$ cat config.mk
export PLATFORM = sky130hd
export DESIGN_NAME = apdu_notification_fragmenter
export DESIGN_NICKNAME = d
export VERILOG_FILES = /design/src/hdl/apdu_pkg.sv /design/src/hdl/apdu_notification_fragmenter.sv
export SDC_FILE = /design/constraint.sdc
export NUM_CORES = 1
export LEC_CHECK = 0
export BUFFER_PORTS_ARGS = -buffer_cell sky130_fd_sc_hd__buf_2
export CAP_MARGIN = 20
export CORE_UTILIZATION = 59
export DETAILED_ROUTE_END_ITERATION = 10
export GPL_ROUTABILITY_DRIVEN = 0
export PLACE_DENSITY = 0.84
export SETUP_SLACK_MARGIN = 0.1
export SLEW_MARGIN = 15
export SYNTH_ARGS = -nofsm -noshare
export SYNTH_HDL_FRONTEND = slang
export SYNTH_SLANG_ARGS = --single-unit
$ cat constraint.sdc
create_clock -name clk -period 7.1 [get_ports clk]
set_input_delay 0.71 -clock clk [delete_from_list [all_inputs] [get_ports clk]]
set_output_delay 0.71 -clock clk [all_outputs]
set_load 0.03 [all_outputs]
$ cat src/hdl/apdu_pkg.sv
// Package with the constants and types of the APDU notification fragmenter.
package apdu_pkg;

  // Largest APDU that is framed; longer messages are refused.
  localparam int unsigned MAX_APDU_BYTES = 1024;

  // Header bytes of every notification frame.
  localparam logic [7:0] CHAN_BYTE = 8'h01;
  localparam logic [7:0] TAG_APDU  = 8'h05;

  // Smallest frame size and the reset value of the frame size register.
  localparam logic [9:0] MIN_CHUNK   = 10'd8;
  localparam logic [9:0] CHUNK_RESET = 10'd20;

  // Header lengths: the first frame of a message also carries the length.
  localparam logic [2:0] HDR_NONE  = 3'd0;
  localparam logic [2:0] HDR_NEXT  = 3'd5;
  localparam logic [2:0] HDR_FIRST = 3'd7;

  // Result status codes.
  typedef enum logic [1:0] {
    ST_OK          = 2'd0,
    ST_BAD_LEN     = 2'd1,
    ST_SMALL_CHUNK = 2'd2
  } status_t;

  // Everything needed to emit the results of one accepted item.
  typedef struct packed {
    logic [2:0]  hdr_cnt;   // header bytes to send before the payload byte
    logic [15:0] seq;       // sequence number of the frame being opened
    logic [15:0] len;       // message length for the first frame header
    logic [7:0]  data;      // payload byte, zero on an error result
    logic        frame_end;
    logic        msg_end;
    status_t     status;
  } job_t;

endpackage

$ cat src/hdl/apdu_notification_fragmenter.sv
// Top level of the APDU notification fragmenter: framing logic and result sequencer.
//
// Each accepted item is one APDU byte with the message length beside it. It
// is framed in the cycle it is accepted: the message counters are updated
// and a job holding the header and the payload byte is registered. A
// sequencer then moves one result a cycle, while the output register is free
// or being read, from the job into the output register. An item gives one
// result in an open frame, six when it opens a later frame (five header
// bytes) and eight when it opens the first frame (seven header bytes). Error
// items give one result. The next item is accepted in the cycle the last
// result of the current job moves to the output register, and the output
// register lets the input side continue while a result waits to be taken.
// The frame size register may be written only while the block is idle.
module apdu_notification_fragmenter (
  input  logic        clk,
  input  logic        rst_n,
  // Frame size register
  input  logic        cfg_wr_en,
  input  logic [9:0]  cfg_wr_data,   // chunk_size
  // Input items
  input  logic        in_tvalid,
  output logic        in_tready,
  input  logic [23:0] in_tdata,      // [7:0] data_byte, [23:8] message_length
  // Result items
  output logic        out_tvalid,
  input  logic        out_tready,
  output logic [7:0]  out_tdata,     // [7:0] out_byte
  output logic        out_tlast,     // last_of_run
  output logic [3:0]  out_tuser      // [0] frame_end, [1] message_end, [3:2] status
);

  logic [9:0]  chunk_r;
  logic [15:0] bytes_sent_r, bytes_sent_nxt;
  logic [15:0] latched_r, latched_nxt;
  logic [15:0] seq_r, seq_nxt;
  logic [9:0]  fill_r, fill_nxt;

  apdu_pkg::job_t job_r, job_nxt;
  logic           job_valid_r;
  logic [2:0]     idx_r;

  logic [7:0] out_byte_r;
  logic       out_fe_r, out_me_r, out_last_r;
  apdu_pkg::status_t out_st_r;
  logic       out_valid_r;

  logic in_acc, out_load, job_done;

  // Handshake between the stages
  assign out_load  = job_valid_r && (!out_valid_r || out_tready);
  assign job_done  = out_load && (idx_r == job_r.hdr_cnt);
  assign in_tready = !job_valid_r || job_done;
  assign in_acc    = in_tvalid && in_tready;

  // Framing of one incoming byte against the message state
  always_comb begin
    logic        start;
    logic [15:0] len;
    logic [15:0] seq;
    logic [9:0]  fill;
    logic [15:0] cnt;
    logic        done;
    logic [2:0]  hdr;
    logic [9:0]  fill_inc;
    logic        fe;

    start    = (bytes_sent_r == 16'd0);
    len      = start ? in_tdata[23:8] : latched_r;
    seq      = start ? 16'd0 : seq_r;
    fill     = start ? 10'd0 : fill_r;
    cnt      = bytes_sent_r + 16'd1;
    done     = (cnt == len);
    hdr      = (fill == 10'd0) ? ((seq == 16'd0) ? apdu_pkg::HDR_FIRST : apdu_pkg::HDR_NEXT)
                               : apdu_pkg::HDR_NONE;
    fill_inc = fill + {7'd0, hdr} + 10'd1;
    fe       = (fill_inc >= chunk_r) || done;

    latched_nxt    = len;
    seq_nxt        = seq;
    fill_nxt       = fill;
    bytes_sent_nxt = bytes_sent_r;

    job_nxt.hdr_cnt   = apdu_pkg::HDR_NONE;
    job_nxt.seq       = seq;
    job_nxt.len       = len;
    job_nxt.data      = 8'd0;
    job_nxt.frame_end = 1'b0;
    job_nxt.msg_end   = 1'b0;
    job_nxt.status    = apdu_pkg::ST_BAD_LEN;

    if (len != 16'd0) begin
      bytes_sent_nxt = done ? 16'd0 : cnt;
      if (len > 16'(apdu_pkg::MAX_APDU_BYTES)) begin
        job_nxt.status = apdu_pkg::ST_BAD_LEN;
      end else if (chunk_r < apdu_pkg::MIN_CHUNK) begin
        job_nxt.status = apdu_pkg::ST_SMALL_CHUNK;
      end else begin
        job_nxt.hdr_cnt   = hdr;
        job_nxt.data      = in_tdata[7:0];
        job_nxt.frame_end = fe;
        job_nxt.msg_end   = done;
        job_nxt.status    = apdu_pkg::ST_OK;
        fill_nxt          = fe ? 10'd0 : fill_inc;
        seq_nxt           = fe ? seq + 16'd1 : seq;
      end
    end
  end

  // Frame size register and message state
  always_ff @(posedge clk) begin
    if (!rst_n) begin
      chunk_r      <= apdu_pkg::CHUNK_RESET;
      bytes_sent_r <= 16'd0;
      latched_r    <= 16'd0;
      seq_r        <= 16'd0;
      fill_r       <= 10'd0;
    end else begin
      if (cfg_wr_en) begin
        chunk_r <= cfg_wr_data;
      end
      if (in_acc) begin
        bytes_sent_r <= bytes_sent_nxt;
        latched_r    <= latched_nxt;
        seq_r        <= seq_nxt;
        fill_r       <= fill_nxt;
      end
    end
  end

  // Job register and the result index within it
  always_ff @(posedge clk) begin
    if (!rst_n) begin
      job_valid_r <= 1'b0;
      idx_r       <= 3'd0;
    end else begin
      if (in_acc) begin
        job_valid_r <= 1'b1;
        idx_r       <= 3'd0;
      end else if (job_done) begin
        job_valid_r <= 1'b0;
        idx_r       <= 3'd0;
      end else if (out_load) begin
        idx_r <= idx_r + 3'd1;
      end
    end
  end

  always_ff @(posedge clk) begin
    if (in_acc) begin
      job_r <= job_nxt;
    end
  end

  // Header bytes in sending order; the payload byte comes from the job
  logic [7:0] hdr_bytes [8];
  always_comb begin
    hdr_bytes[0] = apdu_pkg::CHAN_BYTE;
    hdr_bytes[1] = apdu_pkg::CHAN_BYTE;
    hdr_bytes[2] = apdu_pkg::TAG_APDU;
    hdr_bytes[3] = job_r.seq[15:8];
    hdr_bytes[4] = job_r.seq[7:0];
    hdr_bytes[5] = job_r.len[15:8];
    hdr_bytes[6] = job_r.len[7:0];
    hdr_bytes[7] = 8'd0;
  end

  // Output register
  always_ff @(posedge clk) begin
    if (!rst_n) begin
      out_valid_r <= 1'b0;
    end else if (out_load) begin
      out_valid_r <= 1'b1;
    end else if (out_tready) begin
      out_valid_r <= 1'b0;
    end
  end

  always_ff @(posedge clk) begin
    if (out_load) begin
      if (idx_r == job_r.hdr_cnt) begin
        out_byte_r <= job_r.data;
        out_fe_r   <= job_r.frame_end;
        out_me_r   <= job_r.msg_end;
        out_last_r <= 1'b1;
        out_st_r   <= job_r.status;
      end else begin
        out_byte_r <= hdr_bytes[idx_r];
        out_fe_r   <= 1'b0;
        out_me_r   <= 1'b0;
        out_last_r <= 1'b0;
        out_st_r   <= apdu_pkg::ST_OK;
      end
    end
  end

  assign out_tvalid = out_valid_r;
  assign out_tdata  = out_byte_r;
  assign out_tlast  = out_last_r;
  assign out_tuser  = {out_st_r, out_me_r, out_fe_r};

  // The sequencer never runs past the payload byte of its job
  a_idx_in_job: assert property (@(posedge clk) disable iff (!rst_n)
    job_valid_r |-> idx_r <= job_r.hdr_cnt)
    else $error("result index beyond the job");

  // A job carries no header, a short header or the full first header
  a_hdr_len: assert property (@(posedge clk) disable iff (!rst_n)
    job_valid_r |-> (job_r.hdr_cnt == apdu_pkg::HDR_NONE ||
                     job_r.hdr_cnt == apdu_pkg::HDR_NEXT ||
                     job_r.hdr_cnt == apdu_pkg::HDR_FIRST))
    else $error("bad header length in job");

  // An error result is a lone, empty item
  a_err_result: assert property (@(posedge clk) disable iff (!rst_n)
    (out_valid_r && out_st_r != apdu_pkg::ST_OK) |->
      (out_last_r && out_byte_r == 8'd0 && !out_fe_r && !out_me_r))
    else $error("error result carries data");

  // The end of a message always closes its frame, on the item's last result
  a_msg_end: assert property (@(posedge clk) disable iff (!rst_n)
    (out_valid_r && out_me_r) |-> (out_fe_r && out_last_r))
    else $error("message end without frame end");

endmodule

==> results of run 1 <==
==> critical path: stages (launching register included) <==
cell       delay, ps
dfxtp_1          370
inv_1            130
ha_1             190
nor4b_2          250
nand4_1          540
buf_4            410
nand2_1          100
ha_1             140
nand3_1          140
inv_1            100
ha_1             220
nor2b_1          130
o21ai_0          140
nand2b_1         150
xnor2_1          270
ha_1             290
a2111oi_0        350
o21ai_0          160
a31o_2           250
a21oi_1          180
o21ai_1          320
nor4_2           710
a22o_1           230
==> worst paths after layout <==
path | to | startpoint | slack (ps) | depth (start not counted)
worst max-delay path | fill_r[7]$_SDFFE_PN0P_ | bytes_sent_r[0]$_SDFFE_PN0P_ | 1260 | 22
worst min-delay path | out_tvalid$_SDFFE_PN0P_ | job_valid_r$_SDFFE_PN0P_ | 480 | 2
worst max register to register | fill_r[7]$_SDFFE_PN0P_ | bytes_sent_r[0]$_SDFFE_PN0P_ | 1260 | 22
worst min register to register | out_tvalid$_SDFFE_PN0P_ | job_valid_r$_SDFFE_PN0P_ | 480 | 2
==> synthesized netlist by cell type (6+ instances only) <==
master and instances:
nand2_1 97, dfxtp_1 73, edfxtp_1 59, nor2_1 59, inv_1 45, mux2i_1 42
nand3_1 40, clkbuf_1 27, o21ai_0 27, a21oi_1 26, and2_1 25, xnor2_1 22
ha_1 18, a211oi_1 17, nor4_1 17, xor2_1 17, nand4_1 14, nor3_1 13
a22oi_1 10, buf_2 9, and3_1 8, a22o_1 7, o21ai_1 7, nand2b_1 6
nor2b_1 6
==> per-stage QoR <==
step	cell area [um^2]	total power [mW]
after floorplan	7160	1.03
after global placement	7360	1.08
after detailed placement	7360	1.09
after CTS	7880	1.85
after global routing	7880	1.91
final	7880	1.85
==> sequential cells by signal (all words and copies together) (netlist names), 2 cells and up <==
signal	count
idx_r	3
fill_r	10
job_r	14
bytes_sent_r	16
hdr_bytes	32
chunk_r	10
out_st_r	2
seq_r	16
out_tdata	8
latched_r	16
==> power by group through the flow <==
stage	Sequential, mW	Combinational [mW]	Clock, mW
after floorplan	0.879	0.153	0
after global placement	0.875	0.202	0
after detailed placement	0.876	0.211	0
after CTS	0.861	0.213	0.777
after global routing	0.865	0.234	0.812
final	0.862	0.215	0.772
==> layer usage <==
| layer | up-vias | global-route usage |
|---|---|---|
| li1 | 2759 | - |
| met1 | 2728 | 0.340 |
| met2 | 251 | 0.449 |
| met3 | 48 | 0.0578 |
| met4 | 0 | 0.149 |
| met5 | - | 0 |
==> cell families (layout without fill, tap and decap cells) <==
| logic type | count (synthesis) | in the layout |
|---|---|---|
| AO/OA/AOI/OAI | 120 | 120 |
| buffers and inverters | 99 | 138 |
| AND/OR/NAND/NOR | 312 | 312 |
| XOR/XNOR | 41 | 41 |
| multiplexers | 44 | 44 |
| flip-flops | 132 | 132 |
| adder cells (fa/ha/maj) | 19 | 19 |
==> cell type report <==
class,instances,area [um^2]
clock inverters,14,90.1
multi-input cells,536,3470
clock buffers,18,429
inverters,47,176
flip-flops and latches,132,3230
repair buffers,59,310
well taps,143,179
fillers,871,3730
==> insert_results.sql, run 1 <==
INSERT INTO impl_metrics (metric_group, metric, value, unit) VALUES
('routing', 'topRoutingLayerUsed', 'met4', ''),
('logic_synthesis', 'syn_area', '7160', 'um^2'),
('power', 'power.combinational.fraction', '0.116', ''),
('worst_setup_path', 'worstPathArrival', '6200', 'ps'),
('finish', 'final_core_utilization', '0.679', ''),
('finish', 'diodes', '0', ''),
('clock_network', 'h-tree-depth', '4', ''),
('sta', 'hold_slack', '475', 'ps'),
('sta', 'fin_ws', '1260', 'ps'),
('clock_network', 'tritoncts', 'built', ''),
('routing', 'antenna_left', '0', ''),
('power', 'seq_power_share', '0.466', ''),
('routing', 'finalWirelength', '16500', 'um'),
('logic_synthesis', 'post_synth_xor_area_fraction', '0.0540', ''),
('placement', 'placed_instances', '917', ''),
('finish', 'layout.cells.most_common', 'nand2_1', ''),
('sta', 'fin_skew', '7.34', 'ps'),
('grt', 'grt.total_usage', '0.274', ''),
('logic_synthesis', 'synthDominantAreaCellType', 'edfxtp_1', ''),
('logic_synthesis', 'yosys.area_share.adder', '0.0343', ''),
('worst_setup_path', 'worst_setup_path_end_kind', 'flop', ''),
('routing', 'via_count', '5786', ''),
('floorplan', 'die_y', '112', 'um'),
('logic_synthesis', 'post_synth_num_cell_types', '58', ''),
('floorplan', 'ioPinCount', '54', ''),
('logic_synthesis', 'postSynthRegisterBits', '132', ''),
('sta', 'slew_violations', '0', ''),
('placement', 'dp.final_hpwl', '11500', 'um'),
('routing', 'routed_via_density', '6.10', ''),
('outcome', 'run_status', 'finished, violations left', ''),
('finish', 'layout_common_cells', 'nand2_1, dfxtp_1, nor2_1, edfxtp_1, buf_2', ''),
('routing', 'drt_pre_antenna_iters', '8', ''),
('floorplan', 'initial_core_util', '0.616', ''),
('finish', 'finish.cell_count_without_fillers', '949', ''),
('logic_synthesis', 'synthesis.instances', '767', ''),
('logic_synthesis', 'synth_compound_area_frac', '0.111', ''),
('clock_network', 'tritoncts.num_buffers', '17', ''),
('power', 'intPower', '1.35', 'mW'),
('logic_synthesis', 'yosys_warnings', '0', ''),
('finish', 'final_layout_size_suffix_gt1_frac', '0.135', ''),
('clock_network', 'clkSinkCount', '132', ''),
('sta', 'rsz0062_at_grt', 'no', ''),
('grt', 'maximum_number_of_pins_on_one_net_before_global_route_repair', '80', ''),
('sta', 'fmax', '171', 'MHz'),
('placement', 'port-buffer-count', '53', ''),
('sta', 'max_slew_margin', '0.326', ''),
('clock_network', 'cts.path.max_buffers', '2', ''),
('logic_synthesis', 'most_used_flip_flop_cell_after_synthesis', 'dfxtp_1', ''),
('logic_synthesis', 'synthMuxAreaShare', '0.0626', ''),
('worst_hold_path', 'hold_class', 'flop to flop', ''),
('sta', 'layout_min_cycle_time', '5840', 'ps'),
('logic_synthesis', 'syn-num-nets', '825', ''),
('logic_synthesis', 'synth_largest_type_area_fraction', '0.248', ''),
('sta', 'final.setup.tns', '0', 'ps'),
('floorplan', 'chipWidth', '112', 'um'),
('power', 'share_of_power_burned_in_the_clock_network', '0.418', ''),
('logic_synthesis', 'sequential_area_share_after_synthesis', '0.452', ''),
('worst_setup_path', 'setup.worst_path.start_class', 'flop', ''),
('finish', 'area.growth.synth_to_final', '10.1', '%'),
('logic_synthesis', 'synth.top_cells.by_area', 'edfxtp_1, dfxtp_1, mux2i_1, nand2_1, ha_1', ''),
('floorplan', 'die_area', '12600', 'um^2'),
('logic_synthesis', 'synth_area_per_cell', '9.33', 'um^2'),
('power', 'total_leakage_power', '3.15', 'nW'),
('power', 'power.density_cell_area', '235', 'nW/um^2'),
('grt', 'number_of_global_route_vias_before_repair', '5599', ''),
('routing', 'drc', '6', ''),
('grt', 'grt_first_pass_wirelength', '27000', 'um'),
('clock_network', 'clock_insertion_delay_worst_skew', '430', 'ps'),
('grt', 'number_of_antenna_violations_at_the_first_check_in_global_routing', '0', ''),
('logic_synthesis', 'post_synth_and_or_nand_nor_area_fraction', '0.223', ''),
('outcome', 'failing_checks', 'design-rule violations', '');
Power figures use the tool's default switching activity.
==> run 2: changes to the inputs <==
- ABC_AREA: not set -> 1
- CORE_UTILIZATION: 59 -> 55
- PLACE_DENSITY: 0.84 -> 0.83
- clock period: 7.1 -> 4.85 ns (I/O delays scaled with it)
==> insert_results.sql, run 2 <==
INSERT INTO impl_metrics (metric_group, metric, value, unit) VALUES
('logic_synthesis', 'yosys.area_share.adder', '0.0319', ''),
('logic_synthesis', 'synth_compound_area_frac', '0.0964', ''),
('logic_synthesis', 'synthesis.instances', '1069', ''),
('routing', 'initialDrtViolationCount', '958', ''),
('worst_setup_path', 'timing_worst_setup_path_type', 'flop to flop', ''),
('finish', 'num-fill-cells', '1097', ''),
('logic_synthesis', 'synth_largest_type_area_fraction', '0.230', ''),
('logic_synthesis', 'syn_area', '7700', 'um^2'),
('logic_synthesis', 'synthDominantAreaCellType', 'edfxtp_1', ''),
('routing', 'antenna_left', '0', ''),
('finish', 'multi_input_comb_area', '3870', 'um^2'),
('worst_setup_path', 'crit_path_max_incr_delay', '360', 'ps'),
('worst_setup_path', 'worstPathArrival', '5480', 'ps'),
('floorplan', 'die_area', '14500', 'um^2'),
('placement', 'detailedPlace.worstSlack', '-4.14', 'ps'),
('placement', 'placed_instances', '1280', ''),
('finish', 'layout.area.seq', '3230', 'um^2'),
('worst_setup_path', 'crit_slowest_cell', 'nor4_1', ''),
('routing', 'route.detailed.wl_per_inst', '15.5', 'um'),
('sta', 'max_slew_margin', '0.452', ''),
('clock_network', 'cts.path.max_buffers', '2', ''),
('floorplan', 'die_y', '120', 'um'),
('placement', 'dp.final_hpwl', '13800', 'um'),
('outcome', 'run_status', 'finished, violations left', ''),
('sta', 'setup-violations-final', '27', ''),
('routing', 'drt_pre_antenna_iters', '6', ''),
('routing', 'drc', '0', ''),
('sta', 'layout_min_cycle_time', '5130', 'ps'),
('power', 'finalPower', '2.89', 'mW'),
('worst_setup_path', 'setup.worst_path.start_class', 'flop', ''),
('worst_setup_path', 'worst_setup_path_end_kind', 'flop', ''),
('finish', 'final_design_area_no_fill', '9020', 'um^2'),
('worst_setup_path', 'crit_top_cell', 'nor2_1', ''),
('finish', 'largest_reg_flops', '32', ''),
('sta', 'rsz0062_at_grt', 'yes', ''),
('grt', 'grt_first_pass_wirelength', '32000', 'um'),
('worst_hold_path', 'min_delay_path_depth', '3', ''),
('routing', 'routed_via_density', '5.65', ''),
('floorplan', 'chipWidth', '120', 'um'),
('placement', 'port-buffer-count', '53', ''),
('floorplan', 'site_row_count', '42', ''),
('routing', 'finalWirelength', '20500', 'um'),
('floorplan', 'ioPinCount', '54', ''),
('grt', 'grt.total_usage', '0.285', ''),
('clock_network', 'path_clk_slew', '60', 'ps'),
('sta', 'post-route-period-util', '1.06', ''),
('floorplan', 'coreArea', '13500', 'um^2'),
('grt', 'grt_overflow', '0', ''),
('routing', 'via_count', '7508', ''),
('clock_network', 'post_cts_hold_buffer_count', '0', ''),
('clock_network', 'h-tree-depth', '4', ''),
('logic_synthesis', 'synth.most_common_cell', 'nand2_1', ''),
('outcome', 'failing_checks', 'negative setup slack', ''),
('clock_network', 'tritoncts', 'built', ''),
('power', 'ir_worst_vdd', '268', 'uV'),
('logic_synthesis', 'synth_async_reset_ratio', '0', ''),
('logic_synthesis', 'synth.top_cells.by_area', 'edfxtp_1, dfxtp_1, nand2_1, inv_1, nor2_1', ''),
('sta', 'slew_violations', '0', ''),
('grt', 'maximum_number_of_pins_on_one_net_before_global_route_repair', '55', ''),
('logic_synthesis', 'sequential_area_share_after_synthesis', '0.420', ''),
('logic_synthesis', 'post_synth_xor_area_fraction', '0.0125', ''),
('finish', 'layout_common_cells', 'nand2_1, inv_1, nor2_1', ''),
('finish', 'diodes', '0', ''),
('finish', 'finish.cell_count_without_fillers', '1328', ''),
('logic_synthesis', 'postSynthRegisterBits', '132', ''),
('finish', 'area.growth.synth_to_final', '17.2', '%'),
('worst_setup_path', 'worstRegToRegCells', '35', ''),
('worst_setup_path', 'cp_data_required_time', '5200', 'ps'),
('clock_network', 'clock_insertion_delay_worst_skew', '430', 'ps'),
('worst_hold_path', 'hold_class', 'primary input to flop', ''),
('placement', 'placement.cell_area', '8140', 'um^2'),
('clock_network', 'tritoncts.num_buffers', '17', ''),
('floorplan', 'initial_core_util', '0.572', ''),
('logic_synthesis', 'post_synth_num_cell_types', '43', ''),
('clock_network', 'clkSinkCount', '132', ''),
('clock_network', 'clock_tree.root_cell', 'clkbuf_16', ''),
('finish', 'layout.cells.most_common', 'nand2_1', ''),
('grt', 'number_of_antenna_violations_at_the_first_check_in_global_routing', '0', ''),
('finish', 'final_layout_size_suffix_gt1_frac', '0.174', ''),
('logic_synthesis', 'most_used_flip_flop_cell_after_synthesis', 'dfxtp_1', ''),
('sta', 'hold_slack', '275', 'ps'),
('sta', 'hold_viol_final', '0', ''),
('logic_synthesis', 'yosys_warnings', '0', ''),
('sta', 'tightest_slew', '820', 'ps'),
('grt', 'number_of_global_route_vias_before_repair', '6602', ''),
('logic_synthesis', 'synthMuxAreaShare', '0', ''),
('job', 'drv_cap', '0', ''),
('logic_synthesis', 'synth-edff-count', '59', ''),
('sta', 'fmax', '195', 'MHz'),
('power', 'power.density_cell_area', '320', 'nW/um^2'),
('logic_synthesis', 'synth_area_per_cell', '7.20', 'um^2'),
('worst_setup_path', 'crit_path_max_fanout', '6', ''),
('logic_synthesis', 'netlist_top_cells_count', 'nand2_1, inv_1, nor2_1', ''),
('finish', 'final_net_count', '1197', ''),
('logic_synthesis', 'syn-num-nets', '1127', ''),
('logic_synthesis', 'post_synth_and_or_nand_nor_area_fraction', '0.334', ''),
('sta', 'fin_skew', '8.85', 'ps'),
('sta', 'fin_ws', '-277', 'ps'),
('logic_synthesis', 'synth_top_family_by_area', 'simple AND/OR/NAND/NOR gates', ''),
('power', 'total_leakage_power', '4.03', 'nW');
[run 2: cell count changes after synthesis, moves of 28 or more]
cell / delta
nor2_1: +72
a21oi_1: +28
mux2i_1: -42
nand3_1: +47
inv_1: +97
nand2_1: +189
[run 2: cell families after synthesis]
logic type               Yosys count
adder cells (fa/ha/maj)           19
AND/OR/NAND/NOR                  588
XOR/XNOR                          11
buffers and inverters            190
flip-flops                       132
AO/OA/AOI/OAI                    129
[run 2: area by class of cell]
| type | instances | share of cell area |
|---|---|---|
| Sequential cell | 132 | 0.358 |
| Multi-Input combinational cell | 747 | 0.429 |
| Clock inverter | 12 | 0.00901 |
| Tap cell | 176 | 0.0244 |
| Clock buffer | 20 | 0.0495 |
| Inverter | 148 | 0.0618 |
| Timing Repair Buffer | 93 | 0.0673 |
[run 2: metal layers]
metal	share of wire	up-vias	GRT usage
met4	0.027	0	0.100
li1	-	3632	-
met1	0.41	3446	0.375
met2	0.47	371	0.458
met5	0	-	0
met3	0.092	59	0.0665
[run 2: report_power, final]
| group | leakage, nW | switching, mW | internal (mW) |
|---|---|---|---|
| combinational | 2.61 | 0.322 | 0.160 |
| clock | 0.257 | 0.487 | 0.664 |
| sequential | 1.17 | 0.0250 | 1.23 |
[run 2: critical path, delay by kind of cell, from the launching register on]
family / cells / cell delay (ps)
simple gates: 19 / 2570
fa+ha+maj: 4 / 740
compound gates: 6 / 640
buf+inv: 5 / 530
flops: 1 / 320
xor+xnor: 1 / 230
[run 2: final timing paths]
kind                                                   start                       to  slack (ps)
worst max register to register  bytes_sent_r[0]$_SDFFE_PN0P_   fill_r[1]$_SDFFE_PN0P_        -280
worst max-delay path            bytes_sent_r[0]$_SDFFE_PN0P_   fill_r[1]$_SDFFE_PN0P_        -280
worst min register to register        fill_r[5]$_SDFFE_PN0P_   fill_r[5]$_SDFFE_PN0P_         460
worst min-delay path                          cfg_wr_data[2]  chunk_r[2]$_SDFFE_PN1P_         270
[run 2: per-stage QoR]
| step | util | TNS (ps) |
|---|---|---|
| detailed placement | 0.605 | -5.22 |
| floorplan | - | 0 |
| global route | 0.671 | -13920 |
| CTS | 0.646 | 0 |
| finish | 0.671 | -6080 |
| global placement | 0.605 | 0 |
[run 2: timing repair]
item | 4_1_cts | 5_1_grt
cloned | 0 | 1
pin swaps | 1 | 35
setup endpoints to repair | 27 | 27
buffers inserted | 2 | 14
resized for setup | 3 | 63
